==> config.mk <==
export PLATFORM = sky130hd
export DESIGN_NAME = gfcp_div
export DESIGN_NICKNAME = d
export VERILOG_FILES = /design/src/hdl/gfcp_pkg.sv /design/src/hdl/gfcp_div.sv
export SDC_FILE = /design/constraint.sdc
export NUM_CORES = 1
export LEC_CHECK = 0
export BUFFER_PORTS_ARGS = -buffer_cell sky130_fd_sc_hd__buf_4
export CORE_MARGIN = 1.5
export CORE_UTILIZATION = 55
export DETAILED_ROUTE_END_ITERATION = 16
export PLACE_DENSITY = 0.85
export SKIP_LAST_GASP = 1
export SYNTH_ARGS = -nofsm -noshare
export SYNTH_HDL_FRONTEND = slang
export SYNTH_SLANG_ARGS = --single-unit
export TNS_END_PERCENT = 1
==> constraint.sdc <==
create_clock -name clk -period 4.06 [get_ports clk]
set_clock_uncertainty 0.15 [all_clocks]
set_input_delay 0 -clock clk [delete_from_list [all_inputs] [get_ports clk]]
set_output_delay 0 -clock clk [all_outputs]
set_load 0.005 [all_outputs]
==> src/hdl/gfcp_pkg.sv <==
package gfcp_pkg;

	// fixed field widths of the command and response beats
	localparam int CMD_W   = 2;
	localparam int X_W     = 5;
	localparam int Y_W     = 7;
	localparam int RND_W   = 16;
	localparam int STAT_W  = 3;
	localparam int FCNT_W  = 12;
	localparam int CFG_W   = 7;
	localparam int NUM_W   = 13;
	localparam int STEP_W  = $clog2(RND_W);

	// register reset values
	localparam logic [X_W-1:0] WIDTH_RST  = 5'd24;
	localparam logic [Y_W-1:0] HEIGHT_RST = 7'd79;

	// register indexes
	localparam logic REG_WIDTH  = 1'b0;
	localparam logic REG_HEIGHT = 1'b1;

	typedef enum logic [CMD_W-1:0] {
		CMD_INIT   = 2'd0,
		CMD_OCCUPY = 2'd1,
		CMD_FREE   = 2'd2,
		CMD_PICK   = 2'd3
	} cmd_t;

	typedef enum logic [STAT_W-1:0] {
		STAT_DONE     = 3'd0,
		STAT_WALL     = 3'd1,
		STAT_OCCUPIED = 3'd2,
		STAT_FREE     = 3'd3,
		STAT_EMPTY    = 3'd4
	} status_t;

	typedef enum logic [3:0] {
		ST_IDLE,
		ST_CALC,
		ST_FILL,
		ST_MAP_RD,
		ST_POOL_RD,
		ST_CHECK,
		ST_LAST_RD,
		ST_MOD_WAIT,
		ST_SLOT_RD,
		ST_XY_WAIT,
		ST_DONE
	} state_t;

endpackage

==> src/hdl/gfcp_div.sv <==
module gfcp_div import gfcp_pkg::*; #(
	parameter int DVW = 12
) (
	input  logic             clk,
	input  logic             arst_n,
	input  logic             start,
	input  logic [RND_W-1:0] dividend,
	input  logic [DVW-1:0]   divisor,
	output logic             done,
	output logic [RND_W-1:0] quotient,
	output logic [DVW-1:0]   remainder
);

	logic              busy_q;
	logic              done_q;
	logic [STEP_W-1:0] step_q;
	logic [RND_W-1:0]  quo_q;
	logic [DVW-1:0]    rem_q;
	logic [DVW-1:0]    den_q;
	logic [DVW:0]      trial;
	logic [DVW:0]      diff;
	logic              ge;

	// one restoring step: shift in the next dividend bit, subtract if it fits
	always_comb begin
		trial = {rem_q, quo_q[RND_W-1]};
		diff  = trial - {1'b0, den_q};
		ge    = trial >= {1'b0, den_q};
	end

	always_ff @(posedge clk or negedge arst_n) begin
		if (!arst_n) begin
			busy_q <= 1'b0;
			done_q <= 1'b0;
			step_q <= '0;
		end else begin
			done_q <= 1'b0;
			if (start) begin
				busy_q <= 1'b1;
				step_q <= '0;
			end else if (busy_q) begin
				step_q <= step_q + STEP_W'(1);
				if (step_q == STEP_W'(RND_W - 1)) begin
					busy_q <= 1'b0;
					done_q <= 1'b1;
				end
			end
		end
	end

	always_ff @(posedge clk) begin
		if (start) begin
			quo_q <= dividend;
			rem_q <= '0;
			den_q <= divisor;
		end else if (busy_q) begin
			quo_q <= {quo_q[RND_W-2:0], ge};
			rem_q <= ge ? diff[DVW-1:0] : trial[DVW-1:0];
		end
	end

	assign done      = done_q;
	assign quotient  = quo_q;
	assign remainder = rem_q;

endmodule

==> flow_summary.yaml <==
status:
  outcome: "finished clean"
power_and_ir_drop:
  p_switching_uw: 725
  sw_frac_of_total_pct: 37.1
  power_density_mw_per_mm2: 578
  p_comb_share_pct: 46.9
  p_int_uw: 1230
  p_leak_uw: 0.00148
  pwr-share-seq_pct: 34.8
  ir_worst_vdd_uv: 402
  pwr-share-clk_pct: 18.3
setup_path:
  worst_path_most_repeated_cell: "inv_1"
  regToRegStartpoint: "quotient[15]$_DFFE_PP_"
  cp.required_ps: 4100
  rr_endpoint: "remainder[8]$_SDFFE_PP0P_"
  worst_setup_path_end_kind: "flop"
  rr_worst_depth: 10
  cp_num_buf_inv: 2
  crit_type: "reg2reg"
  startpoint_type: "flop"
  worstPathArrival_ps: 2940
  rrSetupSlack_ps: 1160
  cp_cell_sequence: "inv_1 > ha_1 > inv_1 > fa_1 > a211oi_2 > o21bai_1 > a2111oi_0 > a21oi_1 > xnor2_1 > o221ai_1"
  crit_fanout: 3
  max_stage_delay_ps: 530
  cp_slowest_cell: "a2111oi_0"
  critPathTopFamily: "compound AO/OA/AOI/OAI gates"
worst_hold_path:
  hold_class: "in2reg"
  whs_endpoint: "step_q[1]$_DFFE_PN0P_"
  min_path_cells: 2
  hold_start: "start"
floorplan:
  die_area_mm2: 0.00496
  start_util_pct: 57.4
  die_w_um: 70.4
  coreArea_mm2: 0.00435
  pin_count: 60
  rows: 24
  fp.dieH_um: 70.4
timing:
  tns_ps: 0
  min_period_ps: 2900
  rsz0062_at_grt: "false"
  fin_crit_sh_pct: 71.5
  setup-violations-final: 0
  relSlewSlack_pct: 63.0
  hold_viol: 0
  fmax_mhz: 344
  hold_ws_ps: 8.49
  worst_slew_pin_slew_ps: 556
  report.final.slew_viol_count: 0
logic_synthesis:
  yosys.area_share.simple_pct: 10.5
  synth_area_leaders: "edfxtp_1 (34%), dfxtp_1 (9.6%), mux2_2 (7.2%)"
  synth_fp_nets: 258
  netlist.area_leader.share_pct: 33.7
  ys_warn_count: 0
  synth_compound_area_share_pct: 17.0
  synth_top_family_by_area: "compound AO/OA/AOI/OAI gates"
  ys_seq_area_share_pct: 49.3
  synth.area.mux_share_pct: 8.01
  netlist_instances: 213
  ys_types: 53
  yosysTopAreaCell: "edfxtp_1"
  synthAdderAreaFrac_pct: 7.31
  synth_top_flop_cell: "edfxtp_1"
  synth-xor-area-share_pct: 3.86
  synth_edf_count: 28
  async_reset_ff_share_pct: 13.0
  syn-cell-area_mm2: 0.00250
  avgSynthCellArea_um2: 11.7
  synth_seq_cells: 46
cts:
  clock_path_buffers: 2
  insertion_delay_ps: 320
  cts_tree: "done"
  postCtsSetupBuffers: 0
  htreeDepth: 2
  clock_sinks: 46
  cts-root-buf: "clkbuf_8"
  clkTransAtPathRegs_ps: 110
  ctsResizeCount: 0
  cts_inserted_buffers: 5
  hold_buffers: 30
global_route:
  grt_pass1_wl_mm: 9.71
  grt_max_degree: 44
  met1_usage_pct: 32.7
  met3_usage_pct: 6.20
  antenna_found_initial: 0
  grt_overflow_total: 0
  grt_busiest_layer: "met2"
  groute.layer.met2.usage_pct: 42.3
  grt_util_all_layers_pct: 25.6
  grt_pass1_vias: 1995
final_layout:
  final_common_cell: "buf_4"
  layout_common_cells: "buf_4 (60), dlygate4sd3_1 (30), edfxtp_1 (28), nor2_1 (19), nand2_1 (18)"
  diodes: 0
  drive_gt1_share_pct: 33.0
  nNetsFinal: 347
  area_growth_pct: 35.4
route:
  post_drt_wl_per_cell_um: 16.6
  first_pass_iters: 4
  drc_errors: 0
  ant_nets: 0
  vias: 1961
  routed_via_density: 5.52
  wl_mm: 5.89
  drtIter0Drc: 120
placement:
  dp_hpwl_mm: 3.57
  placement.io_buffers: 59
  gp_congestion: 0.824
flow_run:
  drv_cap: 0
==> sequential cells by signal, summed over array words and instances (netlist names) <==
signal,count
den_q,12
done,1
remainder,12
busy_q,1
quotient,16
step_q,4
==> per-stage QoR <==
stage | power, µW | instances | utilization, % | worst slack (ps) | cell area, µm²
2_1_floorplan | 1320 | 213 | - | 1500 | 2500
3_3_place_gp | 1530 | 317 | 68.2 | 1390 | 2970
3_5_place_dp | 1550 | 317 | 68.2 | 1230 | 2970
4_1_cts | 1920 | 355 | 77.7 | 1220 | 3380
5_1_grt | 2070 | 355 | 77.7 | 943 | 3380
6_report | 1950 | 355 | 77.7 | 1160 | 3380
==> cells by family after synthesis <==
| logic type | count (synthesis) |
|---|---|
| mux | 18 |
| xor+xnor | 11 |
| buf+inv | 23 |
| compound gates | 44 |
| fa+ha+maj | 14 |
| flops | 46 |
| simple gates | 57 |
==> power by group through the flow <==
stage          sequential (µW)  combinational [µW]  clock, µW
2_1_floorplan              679                 639          0
3_3_place_gp               683                 849          0
3_5_place_dp               686                 868          0
4_1_cts                    676                 896        350
5_1_grt                    696                 998        381
6_report                   681                 917        358
==> layout make-up <==
cell class                 count  area, µm²
clock inverter                 3       43.8
timing repair buffer          90        751
tap                           52       65.1
inverter                      15       56.3
clock buffer                   5       68.8
sequential                    46       1230
multi-input combinational    144       1170
fill                         285        972
==> cell usage after synthesis, types with 3 or more instances <==
library cell	n
inv_1	14
edfxtp_1	28
nor2_1	19
a21o_1	4
o21ai_0	4
nand3_1	5
ha_1	13
buf_1	4
xor2_1	3
dfrtp_1	6
xnor2_1	8
a21oi_1	4
mux2_2	16
dfxtp_1	12
nand4_1	3
nand2_1	18
a311oi_2	8
==> worst reg2reg max path: stages, from the launching register on <==
cell	delay (ps)
edfxtp_1	410
inv_1	80
ha_1	160
inv_1	60
fa_1	430
a211oi_2	360
o21bai_1	200
a2111oi_0	530
a21oi_1	120
xnor2_1	170
o221ai_1	120
==> worst max-delay path by stage <==
stage,startpoint,end,slack [ps],depth (start not counted)
after global routing,quotient[15]$_DFFE_PP_,remainder[8]$_SDFFE_PP0P_,940,10
after floorplan,quotient[15]$_DFFE_PP_,remainder[8]$_SDFFE_PP0P_,1500,10
after CTS,quotient[15]$_DFFE_PP_,remainder[8]$_SDFFE_PP0P_,1220,10
after detailed placement,quotient[15]$_DFFE_PP_,remainder[8]$_SDFFE_PP0P_,1230,10
after global placement,quotient[15]$_DFFE_PP_,remainder[8]$_SDFFE_PP0P_,1390,10
final,quotient[15]$_DFFE_PP_,remainder[8]$_SDFFE_PP0P_,1160,10
==> metal layers <==
layer / vias up / share of wire (%)
met5: - / 0
met4: 0 / 2.2
met3: 13 / 3.1
met2: 39 / 51
met1: 947 / 44
li1: 962 / -
No activity file was read; power rests on OpenSTA's default activity.
